File: src/rtl/smp_pkg.sv
// Package for the STUN message parser: types and constants.
// No dependencies; used by every module of the block.
`default_nettype none
package smp_pkg;
  localparam logic [15:0] TypeBindReq = 16'h0001;
  localparam logic [15:0] AttrMapped  = 16'h0001;
  localparam logic [15:0] AttrUser    = 16'h0006;
  localparam logic [15:0] AttrPass    = 16'h0007;
  localparam logic [15:0] MappedLen   = 16'd8;
  localparam logic [16:0] CountMax    = 17'h1FFFF;

  typedef enum logic [1:0] {
    VerdictRunt      = 2'd0,
    VerdictMalformed = 2'd1,
    VerdictIgnored   = 2'd2,
    VerdictAccepted  = 2'd3
  } verdict_e;

  typedef struct packed {
    logic [7:0]  data;
    logic        last;
    logic [16:0] pos;
  } byte_item_t;
endpackage
`default_nettype wire

File: src/rtl/smp_front.sv
// Front end: accepts payload bytes and tags each with its saturating position.
// Depends on smp_pkg.
`default_nettype none
module smp_front import smp_pkg::*; (
  input  wire logic       clk_i,
  input  wire logic       rst_ni,
  input  wire logic [7:0] payload_byte_i,
  input  wire logic       last_byte_i,
  input  wire logic       valid_i,
  output logic            ready_o,
  output byte_item_t      item_o,
  output logic            item_valid_o,
  input  wire logic       item_ready_i
);
  logic [16:0] cnt_q, cnt_d;
  logic        acc;

  assign ready_o      = item_ready_i;
  assign acc          = valid_i && item_ready_i;
  assign item_valid_o = valid_i;
  assign item_o       = '{data: payload_byte_i, last: last_byte_i, pos: cnt_q};

  always_comb begin
    cnt_d = cnt_q;
    if (acc) begin
      if (last_byte_i) cnt_d = '0;
      else if (cnt_q != CountMax) cnt_d = cnt_q + 17'd1;
    end
  end

  always_ff @(posedge clk_i or negedge rst_ni) begin
    if (!rst_ni) cnt_q <= '0;
    else cnt_q <= cnt_d;
  end
endmodule
`default_nettype wire

File: src/rtl/smp_queue.sv
// Two-entry queue between front and back ends.
// Depends on smp_pkg.
`default_nettype none
module smp_queue import smp_pkg::*; (
  input  wire logic  clk_i,
  input  wire logic  rst_ni,
  input  byte_item_t in_i,
  input  wire logic  in_valid_i,
  output logic       in_ready_o,
  output byte_item_t out_o,
  output logic       out_valid_o,
  input  wire logic  out_ready_i
);
  byte_item_t  mem_q [2];
  logic        wp_q, rp_q;
  logic [1:0]  cnt_q;
  logic        push, pop;

  assign in_ready_o  = cnt_q != 2'd2;
  assign out_valid_o = cnt_q != 2'd0;
  assign out_o       = mem_q[rp_q];
  assign push        = in_valid_i && in_ready_o;
  assign pop         = out_valid_o && out_ready_i;

  always_ff @(posedge clk_i) begin
    if (push) mem_q[wp_q] <= in_i;
  end

  always_ff @(posedge clk_i or negedge rst_ni) begin
    if (!rst_ni) begin
      wp_q <= 1'b0; rp_q <= 1'b0; cnt_q <= '0;
    end else begin
      if (push) wp_q <= ~wp_q;
      if (pop) rp_q <= ~rp_q;
      cnt_q <= cnt_q + {1'b0, push} - {1'b0, pop};
    end
  end
endmodule
`default_nettype wire

File: src/rtl/smp_back.sv
// Back end: header capture, attribute walk and verdict into an output register.
// Depends on smp_pkg.
`default_nettype none
module smp_back import smp_pkg::*; #(
  parameter int HeaderBytes = 20
) (
  input  wire logic   clk_i,
  input  wire logic   rst_ni,
  input  byte_item_t  item_i,
  input  wire logic   item_valid_i,
  output logic        item_ready_o,
  output logic        valid_o,
  input  wire logic   ready_i,
  output logic [1:0]  verdict_o,
  output logic        length_scrambled_o,
  output logic [15:0] message_type_o,
  output logic [63:0] txn_id_high_o,
  output logic [63:0] txn_id_low_o,
  output logic        mapped_found_o,
  output logic [15:0] mapped_port_o,
  output logic [31:0] mapped_ip_o,
  output logic [16:0] user_offset_o,
  output logic [15:0] user_length_o,
  output logic [16:0] pass_offset_o,
  output logic [15:0] pass_length_o
);
  localparam logic [16:0] HdrB = 17'(HeaderBytes);

  logic [15:0] htype_q, htype_d, hlen_q, hlen_d;
  logic [63:0] tx0_q, tx0_d, tx1_q, tx1_d, addr_q, addr_d;
  logic        phase_q, phase_d, stop_q, stop_d;
  logic [31:0] ahdr_q, ahdr_d;
  logic [15:0] arem_q, arem_d;
  logic [16:0] used_q, used_d;
  logic [2:0]  hgot_q, hgot_d;
  logic        mf_q, mf_d;
  logic [15:0] mp_q, mp_d, ul_q, ul_d, pl_q, pl_d;
  logic [31:0] mi_q, mi_d;
  logic [16:0] uo_q, uo_d, po_q, po_d;
  logic        ov_q;
  logic        acc;
  logic [7:0]  b;
  logic [16:0] pos, cnt, rr, lim;
  logic [31:0] sh;
  logic [15:0] vl;
  logic        fin, scr;
  logic [1:0]  verd;

  assign item_ready_o = !ov_q || ready_i;
  assign acc = item_valid_i && item_ready_o;
  assign b   = item_i.data;
  assign pos = item_i.pos;
  assign cnt = (pos == CountMax) ? pos : pos + 17'd1;

  always_comb begin
    htype_d = htype_q; hlen_d = hlen_q; tx0_d = tx0_q; tx1_d = tx1_q;
    addr_d = addr_q; phase_d = phase_q; stop_d = stop_q; ahdr_d = ahdr_q;
    arem_d = arem_q; used_d = used_q; hgot_d = hgot_q; mf_d = mf_q; mp_d = mp_q;
    mi_d = mi_q; uo_d = uo_q; ul_d = ul_q; po_d = po_q; pl_d = pl_q;
    fin = 1'b0;
    sh = ahdr_q; vl = ahdr_q[15:0];
    if (pos < 17'd2) htype_d = {htype_q[7:0], b};
    else if (pos < 17'd4) hlen_d = {hlen_q[7:0], b};
    else if (pos < 17'd12) tx0_d = {tx0_q[55:0], b};
    else if (pos < HdrB) tx1_d = {tx1_q[55:0], b};
    else if (!stop_q && (pos - HdrB) < {1'b0, hlen_q}) begin
      if (!phase_q) begin
        sh = {ahdr_q[23:0], b};
        vl = sh[15:0];
        ahdr_d = sh;
        hgot_d = hgot_q + 3'd1;
        if (hgot_q == 3'd3) begin
          if ({1'b0, used_q} + 18'd4 + {2'b0, vl} > {2'b0, hlen_q}) stop_d = 1'b1;
          else if (vl == 16'd0) begin addr_d = '0; fin = 1'b1; end
          else begin phase_d = 1'b1; arem_d = vl; addr_d = '0; end
        end
      end else begin
        addr_d = {addr_q[55:0], b};
        arem_d = arem_q - 16'd1;
        if (arem_q == 16'd1) fin = 1'b1;
      end
    end
    if (fin) begin
      // retire the attribute just completed
      if (sh[31:16] == AttrMapped && vl == MappedLen) begin
        mf_d = 1'b1; mp_d = addr_d[47:32]; mi_d = addr_d[31:0];
      end else if (sh[31:16] == AttrUser) begin
        uo_d = HdrB + used_q + 17'd4; ul_d = vl;
      end else if (sh[31:16] == AttrPass) begin
        po_d = HdrB + used_q + 17'd4; pl_d = vl;
      end
      used_d = used_q + 17'd4 + {1'b0, vl};
      phase_d = 1'b0; hgot_d = '0; ahdr_d = '0; addr_d = '0; arem_d = '0;
    end
  end

  assign rr   = cnt - HdrB;
  assign scr  = {1'b0, hlen_d} > rr;
  assign lim  = scr ? rr : {1'b0, hlen_d};
  assign verd = (used_d != lim) ? VerdictMalformed :
                (htype_d == TypeBindReq) ? VerdictAccepted : VerdictIgnored;

  always_ff @(posedge clk_i or negedge rst_ni) begin
    if (!rst_ni) begin
      htype_q <= '0; hlen_q <= '0; tx0_q <= '0; tx1_q <= '0; addr_q <= '0;
      phase_q <= 1'b0; stop_q <= 1'b0; ahdr_q <= '0; arem_q <= '0; used_q <= '0;
      hgot_q <= '0; mf_q <= 1'b0; mp_q <= '0; mi_q <= '0; uo_q <= '0; ul_q <= '0;
      po_q <= '0; pl_q <= '0; ov_q <= 1'b0;
    end else begin
      if (ov_q && ready_i) ov_q <= 1'b0;
      if (acc) begin
        if (item_i.last) begin
          htype_q <= '0; hlen_q <= '0; tx0_q <= '0; tx1_q <= '0; addr_q <= '0;
          phase_q <= 1'b0; stop_q <= 1'b0; ahdr_q <= '0; arem_q <= '0;
          used_q <= '0; hgot_q <= '0; mf_q <= 1'b0; mp_q <= '0; mi_q <= '0;
          uo_q <= '0; ul_q <= '0; po_q <= '0; pl_q <= '0;
          ov_q <= 1'b1;
        end else begin
          htype_q <= htype_d; hlen_q <= hlen_d; tx0_q <= tx0_d; tx1_q <= tx1_d;
          addr_q <= addr_d; phase_q <= phase_d; stop_q <= stop_d;
          ahdr_q <= ahdr_d; arem_q <= arem_d; used_q <= used_d;
          hgot_q <= hgot_d; mf_q <= mf_d; mp_q <= mp_d; mi_q <= mi_d;
          uo_q <= uo_d; ul_q <= ul_d; po_q <= po_d; pl_q <= pl_d;
        end
      end
    end
  end

  always_ff @(posedge clk_i) begin
    if (acc && item_i.last) begin
      if (cnt < HdrB) begin
        verdict_o <= VerdictRunt; length_scrambled_o <= 1'b0;
        message_type_o <= '0; txn_id_high_o <= '0; txn_id_low_o <= '0;
        mapped_found_o <= 1'b0; mapped_port_o <= '0; mapped_ip_o <= '0;
        user_offset_o <= '0; user_length_o <= '0;
        pass_offset_o <= '0; pass_length_o <= '0;
      end else begin
        verdict_o <= verd; length_scrambled_o <= scr;
        message_type_o <= htype_d; txn_id_high_o <= tx0_d; txn_id_low_o <= tx1_d;
        mapped_found_o <= mf_d; mapped_port_o <= mp_d; mapped_ip_o <= mi_d;
        user_offset_o <= uo_d; user_length_o <= ul_d;
        pass_offset_o <= po_d; pass_length_o <= pl_d;
      end
    end
  end

  assign valid_o = ov_q;

  a_hold: assert property (@(posedge clk_i) disable iff (!rst_ni)
    ov_q && !ready_i |=> ov_q) else $error("result dropped");
  a_walk: assert property (@(posedge clk_i) disable iff (!rst_ni)
    phase_q |-> arem_q != 16'd0) else $error("value phase with no bytes left");
  a_hgot: assert property (@(posedge clk_i) disable iff (!rst_ni)
    hgot_q <= 3'd4) else $error("attribute header count overflow");
endmodule
`default_nettype wire

File: src/rtl/stun_message_parser_core.sv
// STUN message parser top level: front end, queue and back end.
// Depends on smp_pkg, smp_front, smp_queue, smp_back.
//
// Usage: payload bytes enter on valid_i/ready_o, one per cycle while ready_o
// is high, with last_byte_i set on the final byte. One result per packet
// leaves on valid_o/ready_i, registered, in the cycle after the last byte is
// taken by the back end; bytes from the port pass through the queue first.
// Throughput: one byte per cycle unless the receiver stalls a waiting result,
// as the back end walks attributes byte by byte. The two-entry queue lets the
// front keep taking bytes while a result waits; when the receiver stalls,
// the queue fills and ready_o drops until the result is taken.
// Reset clears the byte counter, all parser state and the output valid.
// Packets shorter than the header give verdict runt with zero fields.
`default_nettype none
module stun_message_parser_core import smp_pkg::*; #(
  parameter int HeaderBytes = 20
) (
  input  wire logic        clk_i,
  input  wire logic        rst_ni,
  input  wire logic        valid_i,
  output logic             ready_o,
  input  wire logic [7:0]  payload_byte_i,
  input  wire logic        last_byte_i,
  output logic             valid_o,
  input  wire logic        ready_i,
  output logic [1:0]       verdict_o,
  output logic             length_scrambled_o,
  output logic [15:0]      message_type_o,
  output logic [63:0]      txn_id_high_o,
  output logic [63:0]      txn_id_low_o,
  output logic             mapped_found_o,
  output logic [15:0]      mapped_port_o,
  output logic [31:0]      mapped_ip_o,
  output logic [16:0]      user_offset_o,
  output logic [15:0]      user_length_o,
  output logic [16:0]      pass_offset_o,
  output logic [15:0]      pass_length_o
);
  byte_item_t f_item, q_item;
  logic f_valid, f_ready, q_valid, q_ready;

  smp_front u_front (
    .clk_i, .rst_ni, .payload_byte_i, .last_byte_i, .valid_i, .ready_o,
    .item_o(f_item), .item_valid_o(f_valid), .item_ready_i(f_ready)
  );

  smp_queue u_queue (
    .clk_i, .rst_ni, .in_i(f_item), .in_valid_i(f_valid), .in_ready_o(f_ready),
    .out_o(q_item), .out_valid_o(q_valid), .out_ready_i(q_ready)
  );

  smp_back #(.HeaderBytes(HeaderBytes)) u_back (
    .clk_i, .rst_ni, .item_i(q_item), .item_valid_i(q_valid),
    .item_ready_o(q_ready), .valid_o, .ready_i, .verdict_o, .length_scrambled_o,
    .message_type_o, .txn_id_high_o, .txn_id_low_o, .mapped_found_o,
    .mapped_port_o, .mapped_ip_o, .user_offset_o, .user_length_o,
    .pass_offset_o, .pass_length_o
  );
endmodule
`default_nettype wire

File: config.mk
export PLATFORM = sky130hd
export DESIGN_NAME = stun_message_parser_core
export DESIGN_NICKNAME = d
export VERILOG_FILES = /design/src/rtl/smp_pkg.sv /design/src/rtl/smp_front.sv /design/src/rtl/smp_queue.sv /design/src/rtl/smp_back.sv /design/src/rtl/stun_message_parser_core.sv
export SDC_FILE = /design/constraint.sdc
export NUM_CORES = 2
export LEC_CHECK = 0
export BUFFER_PORTS_ARGS = -buffer_cell sky130_fd_sc_hd__buf_2
export CELL_PAD_IN_SITES_DETAIL_PLACEMENT = 1
export CELL_PAD_IN_SITES_GLOBAL_PLACEMENT = 2
export CORE_UTILIZATION = 25
export DETAILED_ROUTE_END_ITERATION = 10
export GPL_TIMING_DRIVEN = 1
export HOLD_SLACK_MARGIN = 0.06
export PLACE_DENSITY = 0.64
export RECOVER_POWER = 100
export SYNTH_ARGS = -nofsm -noshare
export SYNTH_HDL_FRONTEND = slang
export SYNTH_SLANG_ARGS = --single-unit
File: constraint.sdc
create_clock -name clk_i -period 18.3 [get_ports clk_i]
set_input_delay 0 -clock clk_i [delete_from_list [all_inputs] [get_ports clk_i]]
set_output_delay 0 -clock clk_i [all_outputs]
set_load 0.01 [all_outputs]
==> results.toml <==
[status]
status = "finished, violations left"
violations = "max-capacitance violations, max-slew violations"

[pwr]
power_density_nw_per_um2 = 137
power.total_mw = 5.63
p_leak_nw = 16.4
peakVddDrop_mv = 0.0946

[clocking]
post-cts-setup-buffers = 0
numCtsBuffers = 88
path_clk_slew_ns = 0.06
cts_tree = "built"
htree_levels = 3
clock_latency_ns = 0.71
cts.path.max_buffers = 3
clkSinkCount = 729
cts_root_buffer = "clkbuf_16"

[setup_path]
cp-startpoint = "u_queue.rp_q"
rr_startpoint = "u_queue.rp_q"
crit_end = "u_back.verdict_o[0]"
start_kind = "flip-flop"
crit_fanout = 64
rr_worst_depth = 23
path_cells = "clkbuf_1 -> mux2i_1 -> inv_1 -> ha_1 -> nand2_1 -> a2111oi_0 -> o21ai_0 -> a21boi_0 -> a2111oi_0 -> and3_1 -> o21ai_0 -> xor2_1 -> ha_1 -> a2111oi_0 -> o21ai_0 -> a211oi_1 -> nor3_1 -> o31ai_1 -> nand2_1 -> mux2i_1 -> xor2_1 -> a2111oi_0 -> a31oi_1"
cp_common_cell = "a2111oi_0"
crit_type = "flip-flop to flip-flop"
slowest_stage = "clkbuf_1"
reg2reg_to = "u_back.verdict_o[0]"
crit_required_ns = 18.63
end_kind = "flip-flop"
arrival_ns = 13.36
worst-r2r-setup-slack_ns = 5.27
cpPeakStageDelay_ns = 2.47

[global_route]
grt_pass1_wl_microns = 181000
grt_max_degree = 168
grt.total_usage = 0.168
grt_antenna_before_repair = 1
overflow = 0
grt_pass1_vias = 26900

[floorplan]
num_io_pins = 277
die_h_microns = 377
core_area_sq_um = 140000
die_area_sq_um = 142000
start_util = 0.252
core.rowCount = 137
fp.dieW_microns = 377

[routing]
dr.first_iter.drc_count = 1844
routed_wl_microns = 121000
vias_per_cell = 4.89
wire_per_inst_microns = 22.2
drt-pass1-iter-count = 6
ant_nets = 0
vias = 26500
drc = 0

[min_path]
worst_hold_path_type = "input port to flip-flop"

[timing]
worst_slew_pin_slew_ns = 8.28
period_share = 0.712
rsz0062_at_grt = "false"
period_needed_ns = 13.03
tns_ns = 0
hold_viol = 0
final_max_slew_viol_count = 1498
relSlewSlack = -4.52
clock.fmax_mhz = 76.7
skew_ns = 0.0295
setup_violations = 0

[synthesis]
async_flop_share = 0.569
synthCells = 3233
seq_area_frac_synth = 0.564
ys_types = 82
syn_area_per_cell_sq_um = 10.9
ys_ff_latch = 729
netlist_area_sq_um = 35100
ys_warn_count = 0
synth_fp_nets = 3370
synth_flop_cell = "dfrtp_1"
synth_edf_count = 314

[cells_and_area]
layout-drive-gt1-share = 0.0648
final_cell_mix = "nand2_1 (447), dfrtp_1 (414), clkbuf_1 (316)"
nets = 3610
area_delta_synth_final_pct = 17.4
layout_commonest_cell = "nand2_1"
final_cell_area_sq_um = 41200
fillerInstances = 15800

[placed_design]
io_buffers = 276
post_dp_cell_area_sq_um = 38600
hpwlAfterDp_microns = 79800
place.gp.congestion = 0.811

[flow_run]
cap_violations = 24
## critical path, delay by kind of cell, from the launching register on
kind	cells	cell delay, ns
buffers and inverters	2	2.75
and+or+nand+nor	4	1.11
xor gates and xnor gates	2	0.52
muxes	2	1.20
DFF	1	0.33
AOI/OAI and AO/OA	11	6.11
adders and majority gates	2	0.60
## layout make-up
cell class | instances | area (sq um) | area share
diodes | 1 | 2.50 | 0.0000607
clock buffers | 129 | 2560 | 0.0621
clock inverters | 36 | 402 | 0.00974
inverters | 79 | 298 | 0.00722
multi-input cells | 2228 | 14300 | 0.346
flip-flops and latches | 729 | 19800 | 0.481
well taps | 1876 | 2350 | 0.0569
repair buffers | 347 | 1540 | 0.0374
## repair_timing
| item | in CTS | in global routing |
|---|---|---|
| hold buffers | 18 | 0 |
| hold endpoints to repair | 166 | 0 |
| resized for setup | 0 | 0 |
## cells in the mapped netlist (all sizes together), types with 8 or more instances
cell | instances | area [sq um]
nand3 | 34 | 170
a31oi | 9 | 56.3
ha | 122 | 1530
a22o | 251 | 2200
xor2 | 42 | 368
dfrtp | 415 | 10400
and2 | 9 | 56.3
nor3 | 44 | 220
a22oi | 51 | 383
o22ai | 15 | 93.8
edfxtp | 314 | 9430
a32o | 11 | 110
or3 | 14 | 87.6
inv | 78 | 293
a2111oi | 10 | 125
mux2i | 78 | 806
a21oi | 257 | 1290
o211ai | 11 | 87.6
o31ai | 17 | 128
nor4 | 18 | 131
buf | 42 | 229
o21a | 13 | 97.6
nand2 | 447 | 1680
o2bb2ai | 12 | 105
mux2 | 24 | 278
o21bai | 8 | 60.1
nor2 | 305 | 1140
a21o | 17 | 128
and3 | 19 | 119
xnor2 | 81 | 709
a211oi | 59 | 443
o21ai | 144 | 721
clkbuf | 155 | 582
nand4 | 21 | 138
## worst min-delay path by stage
| stage | from | to | cells after the start |
|---|---|---|---|
| floorplan | rst_ni | u_back.addr_q[0] | 0 |
| global placement | rst_ni | u_back.po_q[14] | 1 |
| detailed placement | rst_ni | u_back.po_q[12] | 1 |
| CTS | payload_byte_i[7] | u_queue.mem_q[1][25] | 2 |
| global route | payload_byte_i[2] | u_queue.mem_q[0][20] | 2 |
| finish | payload_byte_i[7] | u_queue.mem_q[1][25] | 2 |
## report_power, final
part | total [mW] | switching, mW | internal, mW
clock network | 1.80 | 0.748 | 1.05
logic | 1.61 | 1.18 | 0.428
registers | 2.22 | 0.149 | 2.08
## cells by family (layout without fill, tap and decap cells)
group                    Yosys count  count (layout)  share of synthesized area
AO/OA/AOI/OAI                    921             921                      0.181
XOR/XNOR                         123             123                     0.0307
adder cells (fa/ha/maj)          124             124                     0.0446
buffers and inverters            276             591                     0.0315
flip-flops                       729             729                      0.564
multiplexers                     102             102                     0.0308
other                              0               1                          0
AND/OR/NAND/NOR                  958             958                      0.117
## per-layer routing
| metal | part of all wire | up-vias | global-route usage |
|---|---|---|---|
| met5 | 0 | - | 0 |
| met4 | 0.026 | 0 | 0.0480 |
| met3 | 0.035 | 142 | 0.0246 |
| met2 | 0.47 | 442 | 0.271 |
| met1 | 0.47 | 13600 | 0.232 |
| li1 | - | 12300 | - |
## stage by stage
stage          cells   util  setup WS, ns  hold slack, ns
6_report        5425  0.295          5.27           0.233
5_1_grt         5424  0.295          4.19           0.213
4_1_cts         5424  0.300          8.90          0.0641
3_5_place_dp    5241  0.277          8.96           0.101
3_3_place_gp    5241  0.277          9.09          0.0999
2_1_floorplan   3233      -         10.25          -0.296
## registers in the layout, indices dropped and copies added, names as in the netlist, 32 cells and up
signal,cells
u_back.mi_q,32
u_back.addr_q,48
u_back.mapped_ip_o,32
u_back.txn_id_low_o,64
u_back.tx0_q,64
u_queue.mem_q,52
u_back.ahdr_q,32
u_back.tx1_q,64
u_back.txn_id_high_o,64
No activity file was read; power rests on OpenSTA's default activity.
